File: config.mk
export PLATFORM = sky130hd
export DESIGN_NAME = dtpc_front_flat
export DESIGN_NICKNAME = d
export VERILOG_FILES = /design/src/hdl/dtpc_pkg.sv /design/src/hdl/dtpc_pixel_if.sv /design/src/hdl/dtpc_front.sv /design/src/flat_wrapper.sv
export SDC_FILE = /design/constraint.sdc
export NUM_CORES = 1
export LEC_CHECK = 0
export BUFFER_PORTS_ARGS = -buffer_cell sky130_fd_sc_hd__buf_4
export CORE_MARGIN = 2
export CORE_UTILIZATION = 47
export DETAILED_ROUTE_END_ITERATION = 10
export PLACE_DENSITY_LB_ADDON = 0.3
export SYNTH_ARGS = -nofsm -noshare
export SYNTH_HDL_FRONTEND = slang
export SYNTH_SLANG_ARGS = --single-unit
File: constraint.sdc
create_clock -name clk -period 3.7 [get_ports clk]
set_clock_uncertainty 0.05 [all_clocks]
set_input_delay 0.185 -clock clk [delete_from_list [all_inputs] [get_ports clk]]
set_output_delay 0.185 -clock clk [all_outputs]
set_load 0.02 [all_outputs]
File: src/hdl/dtpc_pkg.sv
// Shared types, constants and helpers for the depth-to-point-cloud block.
// No dependencies; every other file of the block imports this package.
package dtpc_pkg;

	localparam int MAX_IMAGE_DIM = 4096;
	localparam int CNT_W         = $clog2(MAX_IMAGE_DIM);
	localparam int DIM_W         = 13;
	localparam int DEPTH_W       = 16;
	localparam int COLOR_W       = 8;
	localparam int Q4_W          = 16;
	localparam int RECIP_W       = 24;
	localparam int RECIP_HALF_W  = RECIP_W / 2;
	localparam int COORD_W       = 32;
	localparam int CFG_IDX_W     = 3;
	localparam int CFG_DATA_W    = 24;
	localparam int QUEUE_DEPTH   = 4;
	localparam int QPTR_W        = $clog2(QUEUE_DEPTH);
	localparam int QCNT_W        = $clog2(QUEUE_DEPTH + 1);

	typedef enum logic [CFG_IDX_W-1:0] {
		REG_IMAGE_WIDTH  = 3'd0,
		REG_IMAGE_HEIGHT = 3'd1,
		REG_DEPTH_SCALE  = 3'd2,
		REG_CENTER_X     = 3'd3,
		REG_CENTER_Y     = 3'd4,
		REG_INV_FOCAL_X  = 3'd5,
		REG_INV_FOCAL_Y  = 3'd6
	} cfg_idx_t;

	typedef struct packed {
		logic [DIM_W-1:0]   image_width;
		logic [DIM_W-1:0]   image_height;
		logic [RECIP_W-1:0] depth_scale;
		logic [Q4_W-1:0]    center_x;
		logic [Q4_W-1:0]    center_y;
		logic [RECIP_W-1:0] inv_focal_x;
		logic [RECIP_W-1:0] inv_focal_y;
	} cfg_t;

	// One queued pixel: offsets from the principal point as sign and magnitude.
	typedef struct packed {
		logic [DEPTH_W-1:0] depth_value;
		logic               x_neg;
		logic [Q4_W-1:0]    x_mag;
		logic               y_neg;
		logic [Q4_W-1:0]    y_mag;
		logic [COLOR_W-1:0] blue;
		logic [COLOR_W-1:0] green;
		logic [COLOR_W-1:0] red;
	} qentry_t;

	typedef struct packed {
		logic [QCNT_W-1:0] count;
		logic              full;
		logic              empty;
	} qstat_t;

	// Treat zero as one and anything above the maximum as the maximum.
	function automatic logic [DIM_W-1:0] clamp_dim(input logic [DIM_W-1:0] v);
		logic [DIM_W-1:0] r;
		r = v;
		if (v == '0)
			r = DIM_W'(1);
		else if (v > DIM_W'(MAX_IMAGE_DIM))
			r = DIM_W'(MAX_IMAGE_DIM);
		return r;
	endfunction

endpackage

File: src/hdl/dtpc_pixel_if.sv
// Pixel channel: valid/ready handshake with depth and BGR colour payload.
// Depends on dtpc_pkg.
interface dtpc_pixel_if import dtpc_pkg::*; ();
	logic               valid;
	logic               ready;
	logic [DEPTH_W-1:0] depth_value;
	logic [COLOR_W-1:0] blue;
	logic [COLOR_W-1:0] green;
	logic [COLOR_W-1:0] red;

	modport source (output valid, depth_value, blue, green, red, input ready);
	modport sink (input valid, depth_value, blue, green, red, output ready);
endinterface

File: src/hdl/dtpc_front.sv
// Front end: accepts pixels, tracks raster position, drops empty depth samples.
// Depends on dtpc_pkg and dtpc_pixel_if.
module dtpc_front import dtpc_pkg::*; (
	input  logic         clk,
	input  logic         arst_n,
	input  cfg_t         cfg,
	dtpc_pixel_if.sink   pix,
	input  qstat_t       q_stat,
	output logic         push,
	output qentry_t      entry
);

	logic [CNT_W-1:0] col_q, row_q;
	logic [DIM_W-1:0] eff_w, eff_h, col_inc, row_inc;
	logic [Q4_W-1:0]  pos_x, pos_y;
	logic             accept;

	assign pix.ready = !q_stat.full;
	assign accept    = pix.valid && pix.ready;
	assign push      = accept && (pix.depth_value != '0);

	assign eff_w   = clamp_dim(cfg.image_width);
	assign eff_h   = clamp_dim(cfg.image_height);
	assign col_inc = {1'b0, col_q} + DIM_W'(1);
	assign row_inc = {1'b0, row_q} + DIM_W'(1);

	assign pos_x = {col_q, 4'b0000};
	assign pos_y = {row_q, 4'b0000};

	always_comb begin
		entry.depth_value = pix.depth_value;
		entry.x_neg       = pos_x < cfg.center_x;
		entry.x_mag       = entry.x_neg ? (cfg.center_x - pos_x) : (pos_x - cfg.center_x);
		entry.y_neg       = pos_y < cfg.center_y;
		entry.y_mag       = entry.y_neg ? (cfg.center_y - pos_y) : (pos_y - cfg.center_y);
		entry.blue        = pix.blue;
		entry.green       = pix.green;
		entry.red         = pix.red;
	end

	// Advance the raster counters on every accepted word, empty depth or not.
	always_ff @(posedge clk or negedge arst_n) begin
		if (!arst_n) begin
			col_q <= '0;
			row_q <= '0;
		end else if (accept) begin
			if (col_inc >= eff_w) begin
				col_q <= '0;
				row_q <= (row_inc >= eff_h) ? '0 : row_inc[CNT_W-1:0];
			end else begin
				col_q <= col_inc[CNT_W-1:0];
			end
		end
	end

endmodule

File: src/flat_wrapper.sv
// flat-port wrapper written by rule: the top's interface ports become plain ports
module dtpc_front_flat import dtpc_pkg::*;
  (clk, arst_n, cfg, q_stat, push, entry, pix_valid, pix_depth_value, pix_blue, pix_green, pix_red, pix_ready);
  dtpc_pixel_if pix_i ();
  input  logic clk;
  input  logic arst_n;
  input  cfg_t cfg;
  input  qstat_t q_stat;
  output logic push;
  output qentry_t entry;
  input wire logic [$bits(pix_i.valid)-1:0] pix_valid;
  input wire logic [$bits(pix_i.depth_value)-1:0] pix_depth_value;
  input wire logic [$bits(pix_i.blue)-1:0] pix_blue;
  input wire logic [$bits(pix_i.green)-1:0] pix_green;
  input wire logic [$bits(pix_i.red)-1:0] pix_red;
  output wire logic [$bits(pix_i.ready)-1:0] pix_ready;
  assign pix_i.valid = pix_valid;
  assign pix_i.depth_value = pix_depth_value;
  assign pix_i.blue = pix_blue;
  assign pix_i.green = pix_green;
  assign pix_i.red = pix_red;
  assign pix_ready = pix_i.ready;
  dtpc_front u_core (.clk(clk), .arst_n(arst_n), .cfg(cfg), .pix(pix_i), .q_stat(q_stat), .push(push), .entry(entry));
endmodule
==> impl_summary.log <==
INFO  metric dp_hpwl = 10,400 um
INFO  metric layout_setup_ws = 0.258 ns
INFO  metric critical_path.endpoint_type = flop
INFO  metric wire_length_of_the_first_global_routing_pass = 20,500 um
INFO  metric hold_viol = 0
INFO  metric crit-reg2reg-launch = u_core.row_q[0]
INFO  metric placement.io_buffers = 129
INFO  metric ys_seq_elements = 24
INFO  metric clock_tree.root_cell = sky130_fd_sc_hd__clkbuf_8
INFO  metric clock_insertion_delay_worst_skew = 0.27 ns
INFO  metric finalSetupViolations = 0
INFO  metric grt.met1_usage = 29.3%
INFO  metric die_span_in_y = 105 um
INFO  metric std_cell_rows = 36
INFO  metric final-max-slew-violation-count = 0
INFO  metric muxShareOfSynthArea = 3.79%
INFO  metric syn-num-nets = 903
INFO  metric arrival = 3.60 ns
INFO  metric grt_remaining_overflow = 0
INFO  metric drv.max_cap_violation_count = 0
INFO  metric clock_tree_from_tritoncts = built
INFO  metric synth-simple-area-share = 18.7%
INFO  metric largest_buffer_count_on_any_clock_path = 2
INFO  metric grt.met3_usage = 1.86%
INFO  metric detail_route.drc_violations = 0
INFO  metric pin_count_of_the_biggest_net_entering_global_routing = 25
INFO  metric cp_data_required_time = 3.86 ns
INFO  metric capturing_point_of_the_worst_reg2reg_path = u_core.row_q[2]
INFO  metric fillCellCount = 925
INFO  metric drtPass1Iterations = 5
INFO  metric synth_xor_xnor_area_share = 8.35%
INFO  metric yosys_warnings = 0
INFO  metric clk_transition_reported_paths = 0.10 ns
INFO  metric grt_usage = 21.7%
INFO  metric vdd_ir_drop_max = 248 uV
INFO  metric grt_antenna_before_repair = 0
INFO  metric ys_seq_area_share = 12.5%
INFO  metric outcome = complete, no violations
INFO  metric syn2layout_area_growth = 18.0%
INFO  metric synth_cell_types = 56
INFO  metric maxClockFrequency = 290 MHz
INFO  metric antenna-diode-count = 0
INFO  metric tns = 0 ns
INFO  metric cts_made_buffers = 3
INFO  metric i_o_pin_total = 254
INFO  metric worst-path-max-fanout = 7
INFO  metric netlist_instances = 649
INFO  metric post_drt_wl_per_cell = 14.5 um
INFO  metric clkSinkCount = 24
INFO  metric post_drt_via_cell_ratio = 5.59
INFO  metric via_count_of_the_routed_design = 4,828
INFO  metric hold_path_class = primary input to flop
INFO  metric synth-compound-area-share = 23.2%
INFO  metric timing_worst_slew_pin_value = 0.567 ns
INFO  metric ff2ff_setup_slack = 0.26 ns
INFO  metric grt_util_met2 = 37.7%
INFO  metric coreArea = 0.00986 mm^2
INFO  metric post-place-ws = 0.231 ns
INFO  metric ratio_of_cells_with_drive_above_1_in_the_final_layout = 21.5%
INFO  metric die_x = 105 um
INFO  metric globalplace.congestion = 0.860
INFO  metric floorplan.die_area = 0.0111 mm^2
INFO  metric synth_async_sr_flop_share = 100%
INFO  metric critPathCapture = u_core.row_q[2]
INFO  metric main_combinational_cell_family_by_area_after_synthesis = compound AO/OA/AOI/OAI gates
INFO  metric synth.avg_cell_area = 7.43 um^2
INFO  metric nNetsFinal = 985
INFO  metric synth_adder_area_share = 20.0%
INFO  metric timing.final.crit_share = 93.0%
INFO  metric rr_worst_depth = 14
INFO  metric cts_max_level = 1
INFO  metric netlist_area = 0.00482 mm^2
INFO  metric grt_pass1_vias = 4,559
INFO  metric ys_dominant_reg_cell = sky130_fd_sc_hd__dfrtp_1
INFO  metric p_per_area = 284 mW/mm^2
INFO  metric leak_pwr = 2.72 nW
INFO  metric drt_wl_total = 12,500 um
INFO  metric synth-edff-count = 0
INFO  metric worst_slew_margin_rel = 62.0%
INFO  metric antenna_violating_nets_post_route = 0
INFO  metric initial_core_util = 48.9%
INFO  metric detailedRoute.firstIterationViolations = 271
INFO  metric first_element_of_the_critical_path = u_core.row_q[0]
INFO  metric timing.critical_path.from_type = flop
INFO  metric worst_path_class_setup = flop to flop
INFO  metric grt_most_used_layer = met2
INFO  metric final.min_clock_period = 3.44 ns
[stage by stage]
step	hold slack (ns)	util [%]	std cells	total power, mW	area (um^2)
final	0.212	57.7	863	1.62	5690
after CTS	0.208	57.6	863	1.62	5690
after floorplan	-0.161	-	649	1.06	4820
after detailed placement	0.0551	56.8	858	1.38	5610
after global placement	0.0510	56.8	858	1.36	5610
after global routing	0.230	57.7	863	1.75	5690
[cell families (layout without fill, tap and decap cells)]
logic type | Yosys count | after routing
xor+xnor | 46 | 46
fa+ha+maj | 76 | 76
compound gates | 171 | 171
buf+inv | 125 | 206
flops | 24 | 24
simple gates | 189 | 189
mux | 18 | 18
[sequential cells by signal, summed over array words and instances (netlist names)]
register / count
u_core.row_q: 12
u_core.col_q: 12
[cells in the final DEF, fill, tap and decap left out, types with 4 or more instances in the layout]
cell	n
sky130_fd_sc_hd__xnor2_1	31
sky130_fd_sc_hd__o21bai_1	4
sky130_fd_sc_hd__nor3_1	7
sky130_fd_sc_hd__nor2b_1	7
sky130_fd_sc_hd__o211ai_1	5
sky130_fd_sc_hd__a31oi_1	8
sky130_fd_sc_hd__xor2_1	15
sky130_fd_sc_hd__inv_1	64
sky130_fd_sc_hd__o31ai_1	5
sky130_fd_sc_hd__a22o_1	15
sky130_fd_sc_hd__dfrtp_1	24
sky130_fd_sc_hd__o22ai_1	7
sky130_fd_sc_hd__ha_1	74
sky130_fd_sc_hd__mux2i_1	16
sky130_fd_sc_hd__nand4_1	6
sky130_fd_sc_hd__o21ai_0	50
sky130_fd_sc_hd__and3_1	9
sky130_fd_sc_hd__nand2_1	66
sky130_fd_sc_hd__a21o_1	5
sky130_fd_sc_hd__nor2_1	37
sky130_fd_sc_hd__nor4_1	9
sky130_fd_sc_hd__nand2b_1	10
sky130_fd_sc_hd__buf_4	136
sky130_fd_sc_hd__nand3_1	22
sky130_fd_sc_hd__a21oi_1	46
[area by class of cell]
cell class / instances / area, um^2 / share of cell area, %
clock buffers: 3 / 41.3 / 0.725
clock inverters: 1 / 30.0 / 0.528
inverters: 65 / 246 / 4.33
multi-input cells: 500 / 3580 / 62.8
flip-flops and latches: 24 / 601 / 10.6
repair buffers: 137 / 1030 / 18.1
well taps: 133 / 166 / 2.92
[where the power goes]
group	leakage, nW	internal, mW	switching, mW	total [mW]
clock	0.0357	0.145	0.0906	0.235
sequential	0.329	0.288	0.0462	0.334
combinational	2.36	0.463	0.586	1.05
[synth_stat cells (3+ instances only)]
library cell	count	area [um^2]
sky130_fd_sc_hd__nand4_1	6	37.5
sky130_fd_sc_hd__o22ai_1	7	43.8
sky130_fd_sc_hd__mux2i_1	16	160
sky130_fd_sc_hd__or3_1	3	18.8
sky130_fd_sc_hd__and3_1	9	56.3
sky130_fd_sc_hd__clkbuf_1	10	37.5
sky130_fd_sc_hd__xnor2_1	31	272
sky130_fd_sc_hd__nor3_1	8	40.0
sky130_fd_sc_hd__nand2b_1	10	62.6
sky130_fd_sc_hd__a22o_1	15	131
sky130_fd_sc_hd__buf_4	43	323
sky130_fd_sc_hd__dfrtp_1	24	601
sky130_fd_sc_hd__ha_1	74	926
sky130_fd_sc_hd__nor2b_1	7	43.8
sky130_fd_sc_hd__a21o_1	5	37.5
sky130_fd_sc_hd__inv_1	64	240
sky130_fd_sc_hd__o211ai_1	5	37.5
sky130_fd_sc_hd__a31oi_1	8	50.1
sky130_fd_sc_hd__xor2_1	15	131
sky130_fd_sc_hd__and2_1	3	18.8
sky130_fd_sc_hd__nand3_1	22	110
sky130_fd_sc_hd__o31ai_1	5	37.5
sky130_fd_sc_hd__nand2_1	66	248
sky130_fd_sc_hd__o21ai_0	50	250
sky130_fd_sc_hd__a21oi_1	46	230
sky130_fd_sc_hd__a211oi_1	3	22.5
sky130_fd_sc_hd__nor2_1	37	139
sky130_fd_sc_hd__a41oi_1	3	26.3
sky130_fd_sc_hd__and4_1	3	26.3
sky130_fd_sc_hd__buf_2	6	30.0
sky130_fd_sc_hd__nor4_1	9	56.3
sky130_fd_sc_hd__o21bai_1	4	30.0
[what timing repair did]
item | CTS | global route
endpoints found under the setup margin | 0 | 6
hold buffers | 1 | 0
resized for setup | 0 | 1
setup buffers | 0 | 0
hold endpoints to repair | 24 | 0
[how the worst min path moves through the flow]
stage | from | end | slack [ns] | depth (start not counted)
2_1_floorplan | arst_n | u_core.col_q[0] | -0.16 | 0
3_3_place_gp | arst_n | u_core.row_q[2] | 0.05 | 1
3_5_place_dp | arst_n | u_core.row_q[2] | 0.06 | 1
4_1_cts | q_stat[1] | u_core.col_q[2] | 0.21 | 4
5_1_grt | q_stat[1] | u_core.col_q[2] | 0.23 | 4
6_report | q_stat[1] | u_core.col_q[2] | 0.21 | 4
[layer usage]
layer	part of all wire, %	up-vias
li1	-	2400
met1	45	2228
met2	48	184
met3	6.2	16
met4	0.84	0
met5	0	-
[worst max-delay path, cell delays in order (launching register included)]
cell and delay [ns]:
sky130_fd_sc_hd__dfrtp_1 0.47, sky130_fd_sc_hd__ha_1 0.30, sky130_fd_sc_hd__nand3_1 0.14, sky130_fd_sc_hd__nor2_1 0.18, sky130_fd_sc_hd__and4_1 0.29, sky130_fd_sc_hd__and3_1 0.25
sky130_fd_sc_hd__and3_1 0.20, sky130_fd_sc_hd__ha_1 0.24, sky130_fd_sc_hd__a21oi_1 0.20, sky130_fd_sc_hd__o21a_1 0.16, sky130_fd_sc_hd__o31a_1 0.26, sky130_fd_sc_hd__nor2_1 0.11
sky130_fd_sc_hd__buf_4 0.16, sky130_fd_sc_hd__o22ai_1 0.22, sky130_fd_sc_hd__a22o_1 0.17
Power figures use the tool's default switching activity.
