`src/hdl/dtpc_pkg.sv`:
```
// Shared types, constants and helpers for the depth-to-point-cloud block.
// No dependencies; every other file of the block imports this package.
package dtpc_pkg;

	localparam int MAX_IMAGE_DIM = 4096;
	localparam int CNT_W         = $clog2(MAX_IMAGE_DIM);
	localparam int DIM_W         = 13;
	localparam int DEPTH_W       = 16;
	localparam int COLOR_W       = 8;
	localparam int Q4_W          = 16;
	localparam int RECIP_W       = 24;
	localparam int RECIP_HALF_W  = RECIP_W / 2;
	localparam int COORD_W       = 32;
	localparam int CFG_IDX_W     = 3;
	localparam int CFG_DATA_W    = 24;
	localparam int QUEUE_DEPTH   = 4;
	localparam int QPTR_W        = $clog2(QUEUE_DEPTH);
	localparam int QCNT_W        = $clog2(QUEUE_DEPTH + 1);

	typedef enum logic [CFG_IDX_W-1:0] {
		REG_IMAGE_WIDTH  = 3'd0,
		REG_IMAGE_HEIGHT = 3'd1,
		REG_DEPTH_SCALE  = 3'd2,
		REG_CENTER_X     = 3'd3,
		REG_CENTER_Y     = 3'd4,
		REG_INV_FOCAL_X  = 3'd5,
		REG_INV_FOCAL_Y  = 3'd6
	} cfg_idx_t;

	typedef struct packed {
		logic [DIM_W-1:0]   image_width;
		logic [DIM_W-1:0]   image_height;
		logic [RECIP_W-1:0] depth_scale;
		logic [Q4_W-1:0]    center_x;
		logic [Q4_W-1:0]    center_y;
		logic [RECIP_W-1:0] inv_focal_x;
		logic [RECIP_W-1:0] inv_focal_y;
	} cfg_t;

	// One queued pixel: offsets from the principal point as sign and magnitude.
	typedef struct packed {
		logic [DEPTH_W-1:0] depth_value;
		logic               x_neg;
		logic [Q4_W-1:0]    x_mag;
		logic               y_neg;
		logic [Q4_W-1:0]    y_mag;
		logic [COLOR_W-1:0] blue;
		logic [COLOR_W-1:0] green;
		logic [COLOR_W-1:0] red;
	} qentry_t;

	typedef struct packed {
		logic [QCNT_W-1:0] count;
		logic              full;
		logic              empty;
	} qstat_t;

	// Treat zero as one and anything above the maximum as the maximum.
	function automatic logic [DIM_W-1:0] clamp_dim(input logic [DIM_W-1:0] v);
		logic [DIM_W-1:0] r;
		r = v;
		if (v == '0)
			r = DIM_W'(1);
		else if (v > DIM_W'(MAX_IMAGE_DIM))
			r = DIM_W'(MAX_IMAGE_DIM);
		return r;
	endfunction

endpackage

```
`src/hdl/dtpc_queue.sv`:
```
// Short first-in first-out queue between the front and back ends.
// Depends on dtpc_pkg.
module dtpc_queue import dtpc_pkg::*; (
	input  logic    clk,
	input  logic    arst_n,
	input  logic    push,
	input  qentry_t push_entry,
	input  logic    pop,
	output qentry_t head,
	output qstat_t  q_stat
);

	qentry_t           mem_q [QUEUE_DEPTH];
	logic [QPTR_W-1:0] wr_q, rd_q;
	logic [QCNT_W-1:0] count_q;
	logic              do_pop;

	assign q_stat.count = count_q;
	assign q_stat.full  = count_q == QCNT_W'(QUEUE_DEPTH);
	assign q_stat.empty = count_q == '0;
	assign do_pop       = pop && !q_stat.empty;
	assign head         = mem_q[rd_q];

	always_ff @(posedge clk) begin
		if (push)
			mem_q[wr_q] <= push_entry;
	end

	always_ff @(posedge clk or negedge arst_n) begin
		if (!arst_n) begin
			wr_q    <= '0;
			rd_q    <= '0;
			count_q <= '0;
		end else begin
			if (push)
				wr_q <= wr_q + QPTR_W'(1);
			if (do_pop)
				rd_q <= rd_q + QPTR_W'(1);
			if (push && !do_pop)
				count_q <= count_q + QCNT_W'(1);
			else if (do_pop && !push)
				count_q <= count_q - QCNT_W'(1);
		end
	end

endmodule

```
`config.mk`:
```
export PLATFORM = sky130hd
export DESIGN_NAME = dtpc_queue
export DESIGN_NICKNAME = d
export VERILOG_FILES = /design/src/hdl/dtpc_pkg.sv /design/src/hdl/dtpc_queue.sv
export SDC_FILE = /design/constraint.sdc
export NUM_CORES = 1
export LEC_CHECK = 0
export ABC_AREA = 1
export BUFFER_PORTS_ARGS = -buffer_cell sky130_fd_sc_hd__buf_4
export CAP_MARGIN = 20
export CORE_MARGIN = 2
export CORE_UTILIZATION = 55
export CTS_CLUSTER_SIZE = 12
export DETAILED_ROUTE_END_ITERATION = 10
export HOLD_SLACK_MARGIN = 0.02
export PLACE_DENSITY = 0.84
export SYNTH_ARGS = -nofsm -noshare
export SYNTH_HDL_FRONTEND = slang
export SYNTH_SLANG_ARGS = --single-unit
```
`constraint.sdc`:
```
create_clock -name clk -period 3.03 [get_ports clk]
set_clock_uncertainty 0.2 [all_clocks]
set_input_delay 0.606 -clock clk [delete_from_list [all_inputs] [get_ports clk]]
set_output_delay 0.606 -clock clk [all_outputs]
set_load 0.03 [all_outputs]
```
==> flow_summary_export.csv, run 1 <==
group,metric,value,unit
outcome,status,"finished, final reports clean",
timing,hold_slack,0.0637,ns
detailed_routing,viasPerCell,5.26,
clocking,cts-root-buf,"clkbuf_16",
floorplan,dieArea,23200,um^2
detailed_routing,dr.first_iter.drc_count,387,
synthesis,avgSynthCellArea,13.1,um^2
pwr,p_per_area,1060,nW/um^2
synthesis,synth-seq-cells,303,
grt,overflow,0,
synthesis,synth_top_cells_by_count,"edfxtp_1 (296), nand2_1 (242), inv_1 (161)",
synthesis,synth_top_area_cell,"edfxtp_1",
final_layout,antenna_cells,0,
clocking,htreeDepth,1,
clocking,post-cts-setup-buffers,0,
detailed_routing,post_drt_wl_per_cell,17.1,um
synthesis,yosysMostFrequentCell,"edfxtp_1",
synthesis,synthArstFlopShare,2.31,%
floorplan,rows,54,
clocking,clock_latency,0.54,ns
worst_setup_path,start_kind,"flop",
grt,grt_start_max_net_pins,76,
detailed_routing,routed_wl,23.5,mm
worst_setup_path,crit_fanout,57,
final_layout,nFillCells,1492,
detailed_routing,ant_nets,0,
worst_setup_path,worstPathArrival,2.04,ns
timing,rsz0062_at_grt,"false",
final_layout,final_net_count,1161,
timing,finalSetupTns,0,ns
clocking,cts_inserted_buffers,30,
place,numPortBuffers,156,
synthesis,syn_area,12100,um^2
final_layout,post-route-util,67.1,%
grt,grt_use_total,19.6,%
worst_setup_path,critPathTopFamily,"buffers and inverters",
worst_setup_path,path_buf_inv,3,
worst_setup_path,path_cells,"inv_16, buf_12, nand2_1, o211ai_1, nand2_1, buf_4",
worst_setup_path,cp_common_cell,"nand2_1",
floorplan,ios,157,
synthesis,synth_cells,919,
floorplan,dieWidth,152,um
floorplan,die_y,152,um
worst_setup_path,end_kind,"output pin",
clocking,clock_path_buffers,3,
final_layout,area_growth,20.4,%
clocking,cts.reportedPaths.clkPinSlew,0.06,ns
grt,antenna_found_initial,0,
place,hpwl,13.4,mm
pwr,p_leak,5.90,nW
final_layout,drive_gt1_share,19.8,%
grt,grt_pass1_wl,36.4,mm
detailed_routing,drc,0,
synthesis,yosys-top-cells-area,"edfxtp_1 (74%), o211ai_1 (9.2%), nand2_1 (7.5%)",
clocking,clkSinkCount,303,
pwr,vdd_ir_drop_max,0.941,mV
detailed_routing,first_pass_iters,5,
synthesis,synth-main-ff-cell,"edfxtp_1",
synthesis,ys_seq_area_share,75.0,%
timing,slew_headroom,53.1,%
timing,drv_slew,0,
worst_setup_path,slowest_delay,0.56,ns
synthesis,synth_fp_nets,1003,
worst_setup_path,critical_path_class,"flop to output pin",
synthesis,synth_cell_types,20,
clocking,cts_tree,"yes",
detailed_routing,dr_total_vias,7231,
worst_setup_path,cp.required,2.22,ns
grt,grt_pass1_vias,7290,
synthesis,synth_top_area_share,73.6,%
timing,max_slew.worst_pin.slew,0.703,ns
floorplan,fp.coreArea,21700,um^2
place,gp_congestion,0.744,
pwr,finalPower,15.4,mW
flow_run,cap_violations,0,
timing,max_clock_freq,0.352,GHz
timing,period_share,93.8,%
hold_path,hp-class,"input port to flop",
synthesis,yosys_warnings,0,
worst_setup_path,slowest_stage,"dfrtp_2",
timing,period_needed,2.84,ns
timing,setup_viol,0,
timing,hold_violations,0,
synthesis,synth_edf_count,296,
floorplan,start_util,55.7,%
[final timing paths]
kind / startpoint / end / slack [ns] / depth (start not counted)
max in group asynchronous: arst_n / rd_q[1] / 2.26 / 2
setup / recovery: rd_q[0] / head[21] / 0.19 / 6
hold reg to reg: wr_q[0] / wr_q[0] / 0.33 / 1
hold / removal: push_entry[69] / mem_q[0][69] / 0.06 / 1
min in group asynchronous: arst_n / rd_q[0] / 0.24 / 2
setup reg to reg: wr_q[0] / mem_q[0][30] / 0.91 / 5
[power by group]
| group | internal [mW] | switching, mW | total (mW) | leakage (nW) |
|---|---|---|---|---|
| clock network | 1.94 | 1.40 | 3.34 | 0.423 |
| registers | 5.49 | 0.242 | 5.73 | 2.80 |
| logic | 2.07 | 4.30 | 6.37 | 2.68 |
| total | 9.50 | 5.94 | 15.4 | 5.90 |
[stage by stage]
| stage | cells | cell area, um^2 | worst slack (ns) |
|---|---|---|---|
| finish | 1376 | 14600 | 0.187 |
| global route | 1376 | 14600 | 0.0735 |
| CTS | 1374 | 14500 | 0.0236 |
| detailed placement | 1322 | 13600 | 0.597 |
| global placement | 1322 | 13600 | 0.672 |
| floorplan | 919 | 12100 | 0.0704 |
[per-layer routing]
metal	global-route usage, %	routed length [um]	share of wire [%]	vias up
li1	-	-	-	3508
met1	22.7	9020	38	3451
met2	36.1	12300	53	218
met3	3.81	1500	6.4	54
met4	7.34	634	2.7	0
met5	0	0	0	-
[worst reg2reg max path, delay by kind of cell (launching register included)]
family | cells | cell delay, ns
fa+ha+maj | 1 | 0.19
buf+inv | 3 | 0.95
flops | 1 | 0.41
simple gates | 1 | 0.07
[area by class of cell]
class | count | area [um^2] | area share, %
flip-flops and latches | 303 | 9070 | 62.3
multi-input cells | 405 | 2150 | 14.8
repair buffers | 173 | 1450 | 9.96
clock buffers | 49 | 873 | 6.00
inverters | 162 | 629 | 4.32
well taps | 280 | 350 | 2.41
repair inverters | 2 | 17.5 | 0.120
clock inverters | 2 | 11.3 | 0.0774
[registers in the layout, summed over array words and instances, names as in the netlist]
signal and count:
mem_q 296, count_q 3, rd_q 2, wr_q 2
[layout by cell type, fill, tap and decap left out]
cell           count
o21ai_0            1
inv_1            156
clkbuf_8           3
ha_1               5
clkinv_1           1
buf_12            10
clkinvlp_4         1
nor2_1             1
dfrtp_2            2
xor2_1             1
buf_4            160
buf_6              1
o211ai_1         148
clkbuf_1          15
inv_16             1
buf_16             1
dfrtp_1            5
inv_2              1
clkbuf_16         31
clkinv_2           4
inv_6              2
nand2_1          242
fa_1               1
xnor2_1            1
dlygate4sd3_1      1
nand4_1            1
nand3_1            3
nor3_1             1
edfxtp_1         296
[timing repair]
action | CTS | global route
hold endpoints to repair | 7 | 0
endpoints found under the setup margin | 1 | 17
gates resized for setup | 1 | 5
cloned | 0 | 2
hold buffers | 1 | 0
[kinds of logic (layout without fill, tap and decap cells)]
kind of cell / after synthesis / after routing / synth area share [%]
DFF: 303 / 303 / 75.0
buffers and inverters: 211 / 388 / 7.16
adders and majority gates: 6 / 6 / 0.683
xor gates and xnor gates: 2 / 2 / 0.145
AOI/OAI and AO/OA: 149 / 149 / 9.24
and+or+nand+nor: 248 / 248 / 7.77
Power figures use the tool's default switching activity.
==> run 2: changes to the inputs <==
- CELL_PAD_IN_SITES_DETAIL_PLACEMENT: not set -> 0
- CELL_PAD_IN_SITES_GLOBAL_PLACEMENT: not set -> 1
- CORE_UTILIZATION: 55 -> 47
- PLACE_DENSITY: 0.84 -> 0.83
==> flow_summary_export.csv, run 2 (synthesized netlist as in run 1, its figures left out) <==
group,metric,value,unit
outcome,status,"finished, final reports clean",
timing,drv_slew,0,
clocking,htreeDepth,1,
pwr,p_per_area,1050,nW/um^2
detailed_routing,first_pass_iters,5,
grt,grt_use_total,17.2,%
clocking,cts_tree,"yes",
final_layout,post-route-util,58.1,%
final_layout,final_cell_mix,"edfxtp_1 (296), nand2_1 (242), buf_4 (164)",
final_layout,largest_reg_flops,296,
timing,setup_viol,0,
floorplan,start_util,48.0,%
worst_setup_path,end_kind,"output pin",
final_layout,largest-register,"mem_q",
detailed_routing,dr.first_iter.drc_count,414,
pwr,switching_power,5.85,mW
place,hpwl,13.6,mm
detailed_routing,dr_total_vias,7075,
grt,grt_pass1_vias,6941,
pwr,comb_power_share,40.9,%
final_layout,instances_no_fill,1427,
flow_run,cap_violations,0,
grt,overflow,0,
timing,max_clock_freq,0.347,GHz
final_layout,area_growth,21.1,%
clocking,cts-root-buf,"clkbuf_16",
timing,hold_violations,0,
timing,period_share,95.0,%
floorplan,ios,157,
pwr,clockPowerShare,22.0,%
pwr,p_leak,5.93,nW
detailed_routing,post_drt_wl_per_cell,15.9,um
pwr,vdd_ir_drop_max,0.855,mV
detailed_routing,ant_nets,0,
clocking,cts.reportedPaths.clkPinSlew,0.06,ns
hold_path,hp-class,"input port to flop",
worst_setup_path,start_kind,"flop",
grt,grt_pass1_wl,36.0,mm
floorplan,dieArea,27000,um^2
pwr,finalPower,15.4,mW
place,dp_slack,0.566,ns
worst_setup_path,crit_fanout,24,
clocking,post-cts-setup-buffers,0,
place,gp_congestion,0.736,
detailed_routing,viasPerCell,4.96,
grt,grt_start_max_net_pins,62,
detailed_routing,drc,0,
grt,antenna_found_initial,2,
place,placed_area,13700,um^2
clocking,cts_inserted_buffers,31,
final_layout,drive_gt1_share,20.0,%
worst_setup_path,slowest_delay,0.62,ns
worst_setup_path,worstPathArrival,2.07,ns
detailed_routing,routed_wl,22.6,mm
final_layout,reg_top3,"mem_q (296), count_q (3)",
clocking,clock_latency,0.54,ns
worst_setup_path,path_cells,"inv_4, buf_12, o211ai_1, nand2_1, buf_4",
worst_setup_path,critical_path_class,"flop to output pin",
clocking,clock_path_buffers,3,
final_layout,layout.cells.most_common,"edfxtp_1",
place,numPlacedInstances,1375,
timing,worst_slack,0.150,ns
pwr,sw_frac_of_total,37.9,%
final_layout,final_net_count,1163,
worst_setup_path,slowest_stage,"dfrtp_4",
clocking,clkSinkCount,303,
timing,slew_headroom,60.7,%
floorplan,die_y,164,um
pwr,internal-power,9.59,mW
floorplan,dieWidth,164,um
timing,period_needed,2.88,ns
timing,max_slew.worst_pin.slew,0.590,ns
floorplan,rows,58,
place,numPortBuffers,156,
floorplan,fp.coreArea,25200,um^2
worst_setup_path,cp.required,2.22,ns
final_layout,fin_area,14600,um^2
timing,finalSetupTns,0,ns
pwr,seq_power_share,37.1,%
timing,rsz0062_at_grt,"false",
timing,hold_slack,0.0659,ns
==> run 2: changes by cell type in the layout (fill, tap and decap cells not counted), sizes merged <==
cell      previous run  this run
clkinv               5        12
diode                0         1
clkinvlp             1         0
bufinv               0         2
buf                172       175
inv                160       157
clkbuf              49        41
==> run 2: metal layers <==
metal	vias to the layer above	GRT usage (%)	wire [um]	share of wire, %
met5	-	0	0	0
met4	0	4.43	558	2.5
li1	3509	-	-	-
met2	175	29.1	10900	48
met3	41	3.71	1370	6.0
met1	3350	22.7	9780	43
==> run 2: worst paths after layout <==
| path | to | slack, ns | from | cells past startpoint |
|---|---|---|---|---|
| max | head[70] | 0.15 | rd_q[1] | 5 |
| min | mem_q[1][46] | 0.07 | push_entry[46] | 1 |
| min reg2reg | count_q[2] | 0.30 | count_q[2] | 2 |
| max reg2reg | count_q[2] | 1.00 | count_q[0] | 10 |
| min in group asynchronous | count_q[2] | 0.21 | arst_n | 2 |
| max in group asynchronous | rd_q[1] | 2.28 | arst_n | 2 |
==> run 2: power by group through the flow <==
stage | clock, mW | sequential, mW | combinational (mW)
2_1_floorplan | 0 | 5.81 | 4.08
3_3_place_gp | 0 | 5.81 | 6.30
3_5_place_dp | 0 | 5.83 | 6.34
4_1_cts | 3.48 | 5.75 | 6.36
5_1_grt | 3.64 | 5.81 | 6.89
6_report | 3.40 | 5.73 | 6.31
==> run 2: timing repair <==
action                     in CTS  in global routing
hold endpoints to repair        7                  0
hold buffers                    1                  0
gates resized for setup         1                  4
setup endpoints to repair       3                  5
==> run 2: worst max-delay path, delay by kind of cell, from the launching register on <==
family                 cells  cell delay [ns]
AO/OA/AOI/OAI              1             0.11
buffers and inverters      3             0.64
flip-flops                 1             0.62
AND/OR/NAND/NOR            1             0.12
==> run 2: area by class of cell <==
class,count,area (um^2)
timing repair buffer,176,1460
inverter,162,642
tap,330,413
fill,1997,10500
clock inverter,9,63.8
multi-input combinational,405,2150
clock buffer,41,833
sequential,303,9070
antenna,1,2.50
